$ cat src/ppds_root.sv
// Distance unit: squares the coordinate differences, sums them and takes
// the truncated square root, two radicand bits per cycle. No dependencies.
module ppds_root #(
  parameter int DIFF_W = 25
) (
  input  logic                     clk,
  input  logic                     rst,
  input  logic                     start,
  input  logic signed [DIFF_W-1:0] dx,
  input  logic signed [DIFF_W-1:0] dy,
  input  logic signed [DIFF_W-1:0] dz,
  output logic                     done,
  output logic [DIFF_W:0]          root
);
  localparam int RT_W = DIFF_W + 1;
  localparam int SQ_W = 2 * RT_W;
  localparam int REM_W = RT_W + 3;
  localparam int CW = $clog2(RT_W + 1);

  typedef enum logic [1:0] {R_IDLE, R_SQ, R_ADD, R_ITER} rstate_t;

  rstate_t           state;
  logic [CW-1:0]     cnt;
  logic [DIFF_W-1:0] mx, my, mz;
  logic [2*DIFF_W-1:0] sx, sy, sz;
  logic [SQ_W-1:0]   op;
  logic [REM_W-1:0]  rem;
  logic [REM_W-1:0]  remv;
  logic [REM_W-1:0]  trial;

  assign remv = {rem[REM_W-3:0], op[SQ_W-1:SQ_W-2]};
  assign trial = REM_W'({root, 2'b01});

  always_ff @(posedge clk) begin
    if (rst) begin
      state <= R_IDLE;
      done <= 1'b0;
      cnt <= '0;
    end else begin
      done <= (state == R_ITER) && (cnt == CW'(1));
      unique case (state)
        R_IDLE: begin
          if (start) begin
            mx <= dx[DIFF_W-1] ? DIFF_W'(-dx) : DIFF_W'(dx);
            my <= dy[DIFF_W-1] ? DIFF_W'(-dy) : DIFF_W'(dy);
            mz <= dz[DIFF_W-1] ? DIFF_W'(-dz) : DIFF_W'(dz);
            state <= R_SQ;
          end
        end
        R_SQ: begin
          sx <= mx * mx;
          sy <= my * my;
          sz <= mz * mz;
          state <= R_ADD;
        end
        R_ADD: begin
          op <= SQ_W'(sx) + SQ_W'(sy) + SQ_W'(sz);
          rem <= '0;
          root <= '0;
          cnt <= CW'(RT_W);
          state <= R_ITER;
        end
        R_ITER: begin
          if (remv >= trial) begin
            rem <= remv - trial;
            root <= {root[RT_W-2:0], 1'b1};
          end else begin
            rem <= remv;
            root <= {root[RT_W-2:0], 1'b0};
          end
          op <= {op[SQ_W-3:0], 2'b00};
          cnt <= cnt - 1'b1;
          if (cnt == CW'(1)) begin
            state <= R_IDLE;
          end
        end
        default: state <= R_IDLE;
      endcase
    end
  end
endmodule
$ cat config.mk
export PLATFORM = sky130hd
export DESIGN_NAME = ppds_root
export DESIGN_NICKNAME = d
export VERILOG_FILES = /design/src/ppds_root.sv
export SDC_FILE = /design/constraint.sdc
export NUM_CORES = 2
export LEC_CHECK = 0
export ABC_AREA = 1
export BUFFER_PORTS_ARGS = -buffer_cell sky130_fd_sc_hd__buf_2
export CORE_MARGIN = 4
export CORE_UTILIZATION = 57
export CTS_BUF_LIST = sky130_fd_sc_hd__clkbuf_8
export CTS_CLUSTER_SIZE = 28
export DETAILED_ROUTE_END_ITERATION = 8
export PLACE_DENSITY_LB_ADDON = 0.05
export REMOVE_ABC_BUFFERS = 1
export SYNTH_ARGS = -nofsm -noshare
export SYNTH_HDL_FRONTEND = slang
export SYNTH_SLANG_ARGS = --single-unit
$ cat constraint.sdc
create_clock -name clk -period 16.09 [get_ports clk]
set_input_delay 1.609 -clock clk [delete_from_list [all_inputs] [get_ports clk]]
set_output_delay 1.609 -clock clk [all_outputs]
set_load 0.01 [all_outputs]
# Yosys cells after proc, flatten, opt, wreduce, memory -nomap -nowiden
# Index checks and enable logic that the tools add are counted.
# word_totals
output_inout_bits,27
regBits,338
elab_cells,52
inputBits,78
# classes
n_reduce_logical,7
magnitude_cmp,1
n_mux,12
n_eq_ne,6
multipliers,3
bitwise_logic,1
addsub,7
# op_table
op,count
$mul 25x25->50,3
$pmux 52 s2,1
$neg 25->25,3
$mux 24,3
$pmux 27 s2,1
$add 51x50->52,1
$pmux 26 s2,1
$add 50x50->51,1
$ge 29x28->1,1
$mux 27,1
$sub 27x27->27,1
$pmux 5 s2,1
$pmux 2 s4,1
$reduce_and 2->1,3
$eq 5x1->1 const B,1
$sub 5x1->5 const B,1
$eq 2x2->1 const B,2
$mux 2,2
$reduce_and 3->1,1
$eq 2x1->1 const B,1
$logic_not 2->1,1
$ne 2x1->1 const B,1
$ne 2x2->1 const B,1
$reduce_bool 2->1,1
other kinds (3),3

# Longest topological paths before layout
# depth
depth_word,3
depth_mapped,30
depth_no_buf,28

# Worst setup path before layout
# OpenSTA, ideal clock, no wires.
# synth_path
path_type,input port to flip-flop
start,input port rst
end,"register sx[0], enable pin"
path_slack_ns,7.494
setup_time_ns,0.660
required_time_ns,15.430
n_path_buf,1
cell_stages,2
arrival_ns,7.936
cell_sequence,clkbuf_1 -> nor2_1
# synth_via
elab_chain_cells,2
# synth_lines
item,line_no,source
"start, declared",7,"input logic rst,"
$not 1->1 (no line),n/a,
$reduce_and 2->1 (no line),n/a,
"end signal, assigned",51,sx <= mx * mx;
"end, declared",25,"logic [2*DIFF_W-1:0] sx, sy, sz;"
# Every way passes these cells.
# A chain may end at the register's enable or synchronous reset.

# Worst setup path after layout
# layout_path
start,register mx[3]
end,register sx[29] (data pin)
# layout_via
elab_chain_cells,1
# layout_lines
item,line_no,source
"start, declared",24,"logic [DIFF_W-1:0] mx, my, mz;"
"start signal, assigned",44,mx <= dx[DIFF_W-1] ? DIFF_W'(-dx) : DIFF_W'(dx);
$mul 25x25->50,51,
# Every way passes these cells.

==> impl_results.md <==
* GRT overflow at 0
* Post-synthesis sequential area ratio at roughly an eighth
* # IOs at approximately 110
* Floorplan row count at roughly 130
* Top post-synthesis cells by area: fa_1, inv_1, edfxtp_1
* Worst path slowest cell: edfxtp_1
* Setup CP Type: reg2reg
* Core area at ~130000 sq um
* Setup violators final at 0
* Setup TNS at 0 ps
* Post_cts resized at 0
* Tmin final at 7670 ps
* Clk_lat worst skew at approximately 800 ps
* Die area at 140000 sq um
* Layout area overhead at 4.86%
* Cell breakdown of the critical path: nand2_1, fa_1, inv_1, fa_1, inv_1, fa_1, fa_1, inv_1, fa_1, fa_1, inv_1, fa_1, inv_1, ha_1, nand2_1, nor2_1, inv_1, nor2_1, nand2_1, o21ai_0, xor2_1
* Synth Area per Inst at about 8.0 sq um
* PortBufs at about 100
* Clk slew on worst S/H paths at about 70 ps
* Final Hold Viols at 0
* Fin. max-slew vios at 0
* Worst reg2reg path startpoint: mx[3]
* Crit share post-route at about 48%
* Post-synth top area share at 37.8%
* Initial DRC Count at just over 4k
* Yosys reg bits at approximately 340
* Final ANT Viol Nets at 0
* TritonCTS clock tree: done
* Worst setup EP type: flop
* Worst Path Arrival at about 8000 ps
* Most used cell along the critical path: fa_1
* Initial Util at a little under three fifths
* Status: finished clean
* Cells after synthesis at about 9.5k
* Total track usage at 30.2%
* Startpoint Class: flop
* Initial antenna violation count at 3
* H-tree level count at 3
* Worst Setup SP: mx[3]
* Max Cap Viol at 0
* Die W at roughly 370 microns
* Vias in the first global route at 62.7k
* Synth Warn # at 0
* Worst Hold End: cnt[3]
* Post-Syn Area at between 70000 and 80000 sq um
* Critical Path Max Stage Delay at about 1100 ps
* CTS Sinks at roughly 340
* Cells on worst reg2reg path at 21
* Gp weighted congestion at approximately 0.99
* Detailed-route wire length at approximately 200000 microns
* Worst hold stages at 1
* Largest net degree at the start of global routing at 94
* Post-synth EDFFs at roughly 330
* Root buffer cell: clkbuf_8
* Dpl hpwl at 172000 microns
* Vias per std cell at slightly above 5
* RSZ-0062 raised after global routing: false
* RR Endpoint: sx[29]
* Post-synth ARST share at 0%
* Share of cells above drive strength 1 at approximately 3.4%
* R2R setup slack at ~8400 ps
* Hold crit path type: reg2reg
* Most common cell after layout, fill and taps aside: inv_1
* CTS Hold Bufs at 0
* NumNets Final at approximately 12k
* Skew final at ~95 ps
* Least-Margin Pin Slew at between 1000 and 1500 ps
* Post-CTS setup buffers at 0
* Routed wire per std cell at about 18 microns
* Chip height at approximately 370 microns
* Leading area contributor after synthesis: fa_1
* First-pass GRT wire length at 336000 microns
* Max_slew headroom at 9.49%
* Clk buf depth at 3
* Critical Path Fanout Max at 25
* Distinct cells, synth at 50
* Commonest non-fill, non-tap cells in the layout: inv_1, nand2_1, fa_1, ha_1, nor2_1
* HP Start: cnt[3]
* Fmax at 0.130 GHz
* Top FF cell, synth: edfxtp_1
* DR pass1 iterations at 6
* Routed via count at between 50k and 60k
* CTS buffer count at 68
* Worst Path Required at 16590 ps
* # DRC at 0
## sequential cells by signal, summed over array words and instances, names as in the netlist
| signal | cells |
|---|---|
| done | 1 |
| mx | 25 |
| cnt | 5 |
| sy | 49 |
| rem | 27 |
| root | 26 |
| sx | 49 |
| op | 52 |
| sz | 49 |
| my | 25 |
| mz | 25 |
| state | 2 |
## Yosys cell counts (all sizes together), types with 18 or more instances
master	instances
xnor2	67
ha	643
xor2	140
nand3	237
nor3	69
nor2	539
nand3b	35
inv	2923
nand4	75
edfxtp	327
fa	1448
o21bai	41
a21oi	280
or2	20
o21ai	161
nand2	2195
clkbuf	221
o21a	18
## cell type report
type / count / area [sq um]
sequential: 335 / 9980
inverter: 2924 / 11000
clock buffer: 68 / 936
multi-input combinational: 6041 / 54800
tap: 1768 / 2210
clock inverter: 56 / 457
fill: 12300 / 53100
timing repair buffer: 169 / 1010
antenna: 3 / 7.51
## stage by stage
| step | hold slack (ps) | utilization, % | cells | setup slack (ps) | cell area (sq um) |
|---|---|---|---|---|---|
| CTS | 475 | 60.2 | 11400 | 8450 | 80400 |
| floorplan | 436 | - | 9300 | 7760 | 75700 |
| detailed placement | 462 | 59.2 | 11200 | 8540 | 79000 |
| global placement | 460 | 59.2 | 11200 | 8410 | 79000 |
| finish | 472 | 60.2 | 11400 | 8420 | 80400 |
| global route | 512 | 60.2 | 11400 | 8060 | 80400 |
## metal layers
metal | vias up | global-route usage, % | share of wire [%]
met5 | - | 0 | 0.0064
met4 | 2 | 7.97 | 2.9
met3 | 304 | 3.78 | 5.9
met2 | 1760 | 50.0 | 47
met1 | 28900 | 42.5 | 44
li1 | 27700 | - | -
## worst max path at each step
| stage | to |
|---|---|
| 4_1_cts | sx[29] |
| 5_1_grt | sx[29] |
| 6_report | sx[29] |
| 2_1_floorplan | sx[0] |
| 3_3_place_gp | sx[29] |
| 3_5_place_dp | sx[29] |
## cell families (layout without fill, tap and decap cells)
family | Yosys count | after routing | share of synthesized area (%)
other cells | 1 | 6 | 0.00489
flops | 335 | 335 | 13.0
xor+xnor | 207 | 207 | 2.37
buf+inv | 3159 | 3217 | 15.5
fa+ha+maj | 2091 | 2091 | 48.3
simple gates | 3198 | 3198 | 16.9
compound gates | 542 | 542 | 3.87
## critical path, delay by kind of cell (launching register included)
family,cells,cell delay (ps)
flip-flops,1,1130
AO/OA/AOI/OAI,1,460
AND/OR/NAND/NOR,5,930
XOR/XNOR,1,400
adder cells (fa/ha/maj),8,4110
buffers and inverters,6,370
Power is not shown: default switching activity piles up to over one toggle a cycle in this logic, so the estimate is an artifact.
