**src/ppds_div.sv**
```systemverilog
// Restoring divider, one quotient bit per cycle.
// No dependencies.
module ppds_div #(
  parameter int NUM_W = 60,
  parameter int DEN_W = 11
) (
  input  logic             clk,
  input  logic             rst,
  input  logic             start,
  input  logic [NUM_W-1:0] num,
  input  logic [DEN_W-1:0] den,
  output logic             done,
  output logic [NUM_W-1:0] quot
);
  localparam int CW = $clog2(NUM_W + 1);

  logic             busy;
  logic [CW-1:0]    cnt;
  logic [NUM_W-1:0] q;
  logic [DEN_W:0]   rem;
  logic [DEN_W-1:0] den_r;
  logic [DEN_W:0]   shifted;

  assign shifted = {rem[DEN_W-1:0], q[NUM_W-1]};
  assign quot = q;

  always_ff @(posedge clk) begin
    if (rst) begin
      busy <= 1'b0;
      done <= 1'b0;
      cnt <= '0;
    end else begin
      done <= busy && !start && (cnt == CW'(1));
      if (start) begin
        busy <= 1'b1;
        cnt <= CW'(NUM_W);
        q <= num;
        rem <= '0;
        den_r <= den;
      end else if (busy) begin
        if (shifted >= {1'b0, den_r}) begin
          rem <= shifted - {1'b0, den_r};
          q <= {q[NUM_W-2:0], 1'b1};
        end else begin
          rem <= shifted;
          q <= {q[NUM_W-2:0], 1'b0};
        end
        cnt <= cnt - 1'b1;
        if (cnt == CW'(1)) begin
          busy <= 1'b0;
        end
      end
    end
  end
endmodule

```
**config.mk**
```make
export PLATFORM = sky130hd
export DESIGN_NAME = ppds_div
export DESIGN_NICKNAME = d
export VERILOG_FILES = /design/src/ppds_div.sv
export SDC_FILE = /design/constraint.sdc
export NUM_CORES = 1
export LEC_CHECK = 0
export BUFFER_PORTS_ARGS = -buffer_cell sky130_fd_sc_hd__buf_4
export CORE_MARGIN = 10
export CORE_UTILIZATION = 50
export CTS_BUF_LIST = sky130_fd_sc_hd__clkbuf_2 sky130_fd_sc_hd__clkbuf_4 sky130_fd_sc_hd__clkbuf_8
export CTS_CLUSTER_DIAMETER = 50
export CTS_CLUSTER_SIZE = 14
export DETAILED_ROUTE_END_ITERATION = 7
export HOLD_SLACK_MARGIN = 0.02
export PLACE_DENSITY_LB_ADDON = 0.15
export SLEW_MARGIN = 15
export SYNTH_ARGS = -nofsm -noshare
export SYNTH_HDL_FRONTEND = slang
export SYNTH_SLANG_ARGS = --single-unit
```
**constraint.sdc**
```tcl
create_clock -name clk -period 5.78 [get_ports clk]
set_input_delay 0.578 -clock clk [delete_from_list [all_inputs] [get_ports clk]]
set_output_delay 0.578 -clock clk [all_outputs]
set_load 0.02 [all_outputs]
```
Word-level counts from Yosys, hierarchy flattened. Index checks and enable logic that the tools add are counted.

Bits of input ports: 74. Register bits after elaboration: 90. Output and inout port bits: 61. Word-level logic and storage cells: 29.

$add $sub $neg: 2. Reduce and logical (&&, ||, !) cells: 7. Equal/unequal tests: 1. Bitwise gates (word level): 1. Magnitude comparators: 1. Muxes and demuxes: 10.

Operators with widths (count): $mux W60 (2); $mux W11 (2); $ge A12 B11 Y1 (1); $mux W6 (2); $sub A11 B11 Y11 (1); $eq A6 B1 Y1 const B (1); $sub A6 B1 Y6 const B (1); $mux W1 (4); $reduce_and A2 Y1 (2); $logic_and A1 B1 Y1 (2); $reduce_bool A2 Y1 (1); $reduce_or A2 Y1 (1); $logic_not A1 Y1 (1); $not A1 Y1 (1).

Depth between registers and ports, before layout. Gate-level depths: netlist (run 1).

Depth in word-level cells: 4. Mapped depth: 10. Gate-level depth less buffers: 9.

Worst setup path after synthesis (run 1). No wires, ideal clock.

Path type: input-to-reg. Start: in start. End: reg q[0] (netlist: quot[0]), enable pin. Arrival time: 4.254 ns. Cell stages on the path: 4. Slack: 1.024 ns. Data required time: 5.278 ns. Setup time: 0.502 ns. Path through: clkbuf_1 -> clkbuf_1 -> nor2_1 -> nor2_1.

Word-level cells in the longest chain between the ends: 2.

Ends and longest elaborated chain: start, declared (line 9) `input logic start,`; $reduce_bool A2 Y1 (no source line); $reduce_and A2 Y1 (no source line); end signal, assigned (line 37) `q <= num;`; end signal, assigned (line 43) `q <= {q[NUM_W-2:0], 1'b1};`; end signal, assigned (line 46) `q <= {q[NUM_W-2:0], 1'b0};`; end, declared (line 19) `logic [NUM_W-1:0] q;`.

No other way between the ends. A chain may end at the register's enable or synchronous reset.

Worst setup path in the final report (run 1).
Start: in start. End: reg q[27] (netlist: quot[27]), enable pin.

Same word-level chain as after synthesis.

==> results of run 1 <==
[power by group]
part	total, mW	leakage, nW	internal, mW	switching [mW]
Clock	0.425	0.100	0.209	0.216
Sequential	0.801	0.848	0.773	0.0284
Combinational	0.345	1.33	0.158	0.187
[cells by family after synthesis]
family / Yosys count
AO/OA/AOI/OAI: 50
XOR/XNOR: 11
adder cells (fa/ha/maj): 14
buffers and inverters: 28
flip-flops: 90
multiplexers: 59
AND/OR/NAND/NOR: 49
[final cells by class]
class	instances	area, sq um
tap	105	131
sequential	90	2620
timing repair buffer	135	1010
clock buffer	11	139
clock inverter	5	56.3
fill	612	2710
inverter	17	63.8
multi-input combinational	183	1560
[metrics by stage]
stage / setup slack [ns] / hold WS (ns) / power (mW) / cell area, sq um / cells
floorplan: 1.02 / 0.485 / 1.03 / 4300 / 301
global placement: 2.54 / 0.506 / 1.15 / 5400 / 530
detailed placement: 2.51 / 0.522 / 1.16 / 5400 / 530
CTS: 2.86 / 0.389 / 1.58 / 5590 / 546
global route: 2.73 / 0.388 / 1.65 / 5590 / 546
finish: 2.93 / 0.410 / 1.57 / 5590 / 546
[path summary, 6_finish.rpt]
| kind | startpoint | to | cells after the start |
|---|---|---|---|
| max | start | quot[27] | 4 |
| min | den[0] | den_r[0] | 1 |
| max reg2reg | rem[4] | rem[8] | 7 |
| min reg2reg | cnt[1] | cnt[1] | 2 |
[worst max-delay path, cell delays in order]
cell and delay, ns:
sky130_fd_sc_hd__buf_4 0.67, sky130_fd_sc_hd__nor2_1 0.16, sky130_fd_sc_hd__nor2_4 0.87, sky130_fd_sc_hd__buf_4 0.53
[per-layer routing]
metal | global-route usage (%) | vias up | routed length, um
met5 | 0 | - | 0
met4 | 4.57 | 0 | 92
met3 | 7.99 | 6 | 964
met2 | 26.2 | 85 | 5230
met1 | 18.8 | 1413 | 4180
li1 | - | 1399 | -
[layout by cell type (no fill, tap or decap), drive strengths merged, types with 2 or more instances in the layout]
| master | n |
|---|---|
| inv | 17 |
| a21oi | 18 |
| edfxtp | 82 |
| a211oi | 3 |
| buf | 135 |
| nand3 | 6 |
| o21a | 4 |
| nor4b | 2 |
| o211a | 2 |
| clkinv | 3 |
| o211ai | 4 |
| mux2 | 59 |
| nand2 | 13 |
| nand2b | 4 |
| ha | 13 |
| xor2 | 2 |
| nor2 | 12 |
| or3 | 3 |
| o21ai | 11 |
| xnor2 | 9 |
| clkbuf | 11 |
| nor3 | 5 |
| a21o | 2 |
| dfxtp | 8 |
[flip-flops by register name, summed over array words and instances (netlist names)]
signal	cells
busy	1
rem	11
den_r	11
quot	60
done	1
cnt	6
==> flow_metrics.env, run 1 <==
export IMPL_layout_worst_path_cycle_share_pct=49.3
export IMPL_die_area_sq_mm=0.0127
export IMPL_post_synth_most_frequent_cells="82 x sky130_fd_sc_hd__edfxtp_1, 56 x sky130_fd_sc_hd__mux2_1, 16 x sky130_fd_sc_hd__inv_1"
export IMPL_drt_drc_violations_left=0
export IMPL_outcome="finished, final reports clean"
export IMPL_end_kind="register"
export IMPL_timing_final_crit_period_ns=2.85
export IMPL_yosys_area_top_type="sky130_fd_sc_hd__edfxtp_1"
export IMPL_yosys_area_share_adder_pct=4.25
export IMPL_clk_insertion_delay_late_ns=0.34
export IMPL_synthCells=301
export IMPL_yosysTopAreaCellShare_pct=57.3
export IMPL_grt_antenna_before_repair=0
export IMPL_yosysWarnings=0
export IMPL_critical_path_peak_fanout=74
export IMPL_tritoncts_num_buffers=9
export IMPL_ir_worst_vdd_uv=141
export IMPL_reg2reg_slack_ns=3.23
export IMPL_drive_above_1_share_pct=37.9
export IMPL_yosysSeqAreaShare_pct=61.1
export IMPL_ys_seq_elements=90
export IMPL_synth_net_count=389
export IMPL_synth_top_family_by_area="multiplexers"
export IMPL_cts_hold_fix_buffers=0
export IMPL_post_synth_top_count_cell="sky130_fd_sc_hd__edfxtp_1"
export IMPL_io_buffers=134
export IMPL_worst_setup_path_start_kind="input port"
export IMPL_timing_final_max_slew_violations=0
export IMPL_synth_lib_cells_used_distinct=44
export IMPL_final_net_count=524
export IMPL_detail_route_wirelength_um=10500
export IMPL_globalplace_congestion=0.785
export IMPL_criticalPathCategory="in2reg"
export IMPL_final_antenna_net_count=0
export IMPL_floorplan_initialDensity_pct=51.8
export IMPL_critPathRequiredTime_ns=5.78
export IMPL_avgRoutedWirePerCell_um=19.2
export IMPL_timing_clock_skew_ns=0.0121
export IMPL_ffs_w_async_s_r_synth_pct=0
export IMPL_die_x_extent_um=113
export IMPL_synthXorXnorAreaFrac_pct=2.24
export IMPL_die_y_um=113
export IMPL_max_cap_viol_count=0
export IMPL_grt_start_max_net_pins=75
export IMPL_core_rowCount=33
export IMPL_setup_violations_final=0
export IMPL_number_of_enable_flip_flop_cells_after_synthesis=82
export IMPL_synthFlopType="sky130_fd_sc_hd__edfxtp_1"
export IMPL_cts_buffer_depth=2
export IMPL_achievable_frequency_mhz=351
export IMPL_synthesis_area_sq_mm=0.00430
export IMPL_area_growth_pct=30.1
export IMPL_floorplan_core_area_sq_mm=0.00830
export IMPL_synth_compound_area_share_pct=7.86
export IMPL_post_synth_mux_area_share_pct=15.5
export IMPL_antenna_cells_inserted=0
export IMPL_via_count=2903
export IMPL_detailedRoute_firstIterationViolations=112
export IMPL_worst_endpoint_arrival_ns=2.85
export IMPL_cts_resized=0
export IMPL_first_global_vias=3151
export IMPL_clock_tree_from_tritoncts="yes"
export IMPL_number_of_hold_violations_in_the_final_report=0
export IMPL_clock_tree_htree_level_count=3
export IMPL_vias_per_cell=5.32
export IMPL_hold_path_class="in2reg"
export IMPL_finalSetupTns_ns=0
export IMPL_global_route_overflow_total=0
export IMPL_worst_slew_pin_slew_ns=1.10
export IMPL_drtPass1Iterations=4
export IMPL_clock_sinks=90
export IMPL_syn_avg_cell_area_sq_um=14.3
export IMPL_ctsRootBufferMaster="sky130_fd_sc_hd__clkbuf_8"
export IMPL_synth_simple_gate_area_share_pct=6.41
export IMPL_io_pins=135
export IMPL_finish_utilization_pct=67.4
export IMPL_track_usage_pct=16.3
export IMPL_cts_reportedPaths_clkPinSlew_ns=0.09
export IMPL_grt_pass1_wl_um=16500
export IMPL_total_leakage_power_nw=2.28
export IMPL_postCtsSetupRepairBufs=0
export IMPL_place_hpwl_um=8000
export IMPL_grt_setup_unrepaired="false"
export IMPL_pwr_density_cell_mw_per_mm2=281
export IMPL_synth_top_cells_by_area="sky130_fd_sc_hd__edfxtp_1 57%, sky130_fd_sc_hd__mux2_1 15%, sky130_fd_sc_hd__ha_1 3.8%"
export IMPL_max_slew_margin_rel_pct=26.7
Power figures use the tool's default switching activity.
==> inputs of run 2 (changes only) <==
--- a/config.mk
+++ b/config.mk
@@ -7,7 +7,7 @@
 export LEC_CHECK = 0
 export BUFFER_PORTS_ARGS = -buffer_cell sky130_fd_sc_hd__buf_4
 export CORE_MARGIN = 10
-export CORE_UTILIZATION = 50
+export CORE_UTILIZATION = 48
 export CTS_BUF_LIST = sky130_fd_sc_hd__clkbuf_2 sky130_fd_sc_hd__clkbuf_4 sky130_fd_sc_hd__clkbuf_8
 export CTS_CLUSTER_DIAMETER = 50
 export CTS_CLUSTER_SIZE = 14
==> constraint.sdc (replaced) <==
create_clock -name clk -period 2.53 [get_ports clk]
set_input_delay 0.253 -clock clk [delete_from_list [all_inputs] [get_ports clk]]
set_output_delay 0.253 -clock clk [all_outputs]
set_load 0.02 [all_outputs]
==> flow_metrics.env, run 2 (same netlist as run 1, synthesis figures left out) <==
export IMPL_pwr_density_cell_mw_per_mm2=627
export IMPL_worst_slew_pin_slew_ns=0.516
export IMPL_layout_worst_path_cycle_share_pct=98.1
export IMPL_floorplan_core_area_sq_mm=0.00872
export IMPL_max_slew_margin_rel_pct=65.1
export IMPL_timing_final_max_slew_violations=0
export IMPL_timing_final_crit_period_ns=2.48
export IMPL_grt_start_max_net_pins=39
export IMPL_clock_tree_htree_level_count=3
export IMPL_place_hpwl_um=7920
export IMPL_number_of_hold_violations_in_the_final_report=0
export IMPL_core_rowCount=34
export IMPL_cts_reportedPaths_clkPinSlew_ns=0.08
export IMPL_critPathRequiredTime_ns=2.62
export IMPL_cts_hold_fix_buffers=0
export IMPL_comb_power_share_pct=22.8
export IMPL_io_buffers=134
export IMPL_critical_path_peak_fanout=7
export IMPL_antenna_cells_inserted=0
export IMPL_flip_flop_count_of_the_largest_register_after_layout=60
export IMPL_reg2reg_slack_ns=0.05
export IMPL_via_count=2933
export IMPL_max_cap_viol_count=0
export IMPL_criticalPathCategory="reg2reg"
export IMPL_die_x_extent_um=115
export IMPL_worst_setup_path_start_kind="register"
export IMPL_final_common_cell="sky130_fd_sc_hd__buf_4"
export IMPL_ctsRootBufferMaster="sky130_fd_sc_hd__clkbuf_8"
export IMPL_achievable_frequency_mhz=403
export IMPL_track_usage_pct=16.2
export IMPL_detailedRoute_firstIterationViolations=141
export IMPL_p_sw_mw=1.02
export IMPL_floorplan_initialDensity_pct=49.3
export IMPL_final_antenna_net_count=0
export IMPL_drt_drc_violations_left=0
export IMPL_die_area_sq_mm=0.0131
export IMPL_cts_buffer_depth=2
export IMPL_swShare_pct=29.0
export IMPL_clock_sinks=90
export IMPL_worst_setup_path_startpoint="rem[4]"
export IMPL_grt_antenna_before_repair=0
export IMPL_grt_setup_unrepaired="true"
export IMPL_internal_power_mw=2.50
export IMPL_die_y_um=115
export IMPL_seqPwrFrac_pct=51.9
export IMPL_worst_endpoint_arrival_ns=2.57
export IMPL_global_route_overflow_total=0
export IMPL_tritoncts_num_buffers=9
export IMPL_globalplace_congestion=0.898
export IMPL_end_kind="register"
export IMPL_grt_pass1_wl_um=16800
export IMPL_fillers=664
export IMPL_avgRoutedWirePerCell_um=19.2
export IMPL_ir_worst_vdd_uv=418
export IMPL_total_leakage_power_nw=2.29
export IMPL_finalSetupTns_ns=0
export IMPL_layout_cells_most_common_list="138 x sky130_fd_sc_hd__buf_4, 82 x sky130_fd_sc_hd__edfxtp_1, 56 x sky130_fd_sc_hd__mux2_1"
export IMPL_detail_route_wirelength_um=10600
export IMPL_hold_path_class="in2reg"
export IMPL_timing_clock_skew_ns=0.0112
export IMPL_area_growth_pct=31.0
export IMPL_first_global_vias=3208
export IMPL_final_net_count=528
export IMPL_beginning_of_the_worst_hold_path="den[3]"
export IMPL_p_clk_share_pct=25.3
export IMPL_place_area_sq_mm=0.00543
export IMPL_clk_insertion_delay_late_ns=0.35
export IMPL_outcome="finished, final reports clean"
export IMPL_setup_violations_final=0
export IMPL_vias_per_cell=5.30
export IMPL_drtPass1Iterations=4
export IMPL_number_of_cells_on_the_worst_reg_to_reg_path=7
export IMPL_drive_above_1_share_pct=38.4
export IMPL_reg2reg_from="rem[4]"
export IMPL_clock_tree_from_tritoncts="yes"
export IMPL_post_route_cell_area_sq_mm=0.00563
export IMPL_io_pins=135
export IMPL_timing_hold_worst_path_depth=1
run 2: final cells by class:
| class | instances | area, sq um | share of cell area (%) |
|---|---|---|---|
| clock buffer | 10 | 131 | 2.33 |
| clock inverter | 6 | 41.3 | 0.734 |
| inverter | 17 | 63.8 | 1.13 |
| multi-input combinational | 183 | 1580 | 28.0 |
| sequential | 90 | 2620 | 46.6 |
| tap | 108 | 135 | 2.40 |
| timing repair buffer | 139 | 1060 | 18.8 |
run 2: power by group through the flow:
stage,combinational [mW],sequential (mW),clock [mW]
finish,0.806,1.83,0.893
global route,0.877,1.84,0.967
CTS,0.797,1.83,0.919
detailed placement,0.793,1.86,0
global placement,0.780,1.86,0
floorplan,0.434,1.92,0
run 2: repair_timing:
| action | in CTS | in global routing |
|---|---|---|
| endpoints found under the setup margin | 0 | 5 |
| resized for setup | 0 | 2 |
| buffers inserted | 0 | 1 |
| hold endpoints to repair | 0 | 0 |
run 2: stage by stage:
| stage | utilization (%) | setup slack, ns | std cells | power [mW] | hold slack [ns] |
|---|---|---|---|---|---|
| global placement | 62.3 | 0.130 | 536 | 2.64 | 0.433 |
| detailed placement | 62.3 | 0.0836 | 536 | 2.65 | 0.432 |
| floorplan | - | 0.0675 | 301 | 2.36 | 0.352 |
| finish | 64.5 | 0.0485 | 553 | 3.53 | 0.0813 |
| CTS | 64.3 | 0.0734 | 552 | 3.55 | 0.0670 |
| global route | 64.5 | -0.0596 | 553 | 3.69 | 0.0657 |
run 2: path summary, 6_finish.rpt:
check	end
setup / recovery	rem[10]
hold / removal	den_r[3]
setup reg to reg	rem[10]
hold reg to reg	cnt[1]
run 2: metal layers:
layer	GRT usage (%)	vias up	share of wire [%]
met5	0	-	0
met4	4.76	0	1.6
met3	7.70	15	9.9
met2	26.5	122	49
met1	18.3	1388	39
li1	-	1408	-
run 2: critical path, stage by stage, from the launching register on:
cell and delay, ns:
sky130_fd_sc_hd__edfxtp_1 0.40, sky130_fd_sc_hd__ha_1 0.36, sky130_fd_sc_hd__a21o_1 0.20, sky130_fd_sc_hd__or3_4 0.33, sky130_fd_sc_hd__o21a_4 0.23, sky130_fd_sc_hd__or3_4 0.46
sky130_fd_sc_hd__nand3_2 0.14, sky130_fd_sc_hd__o32ai_2 0.11
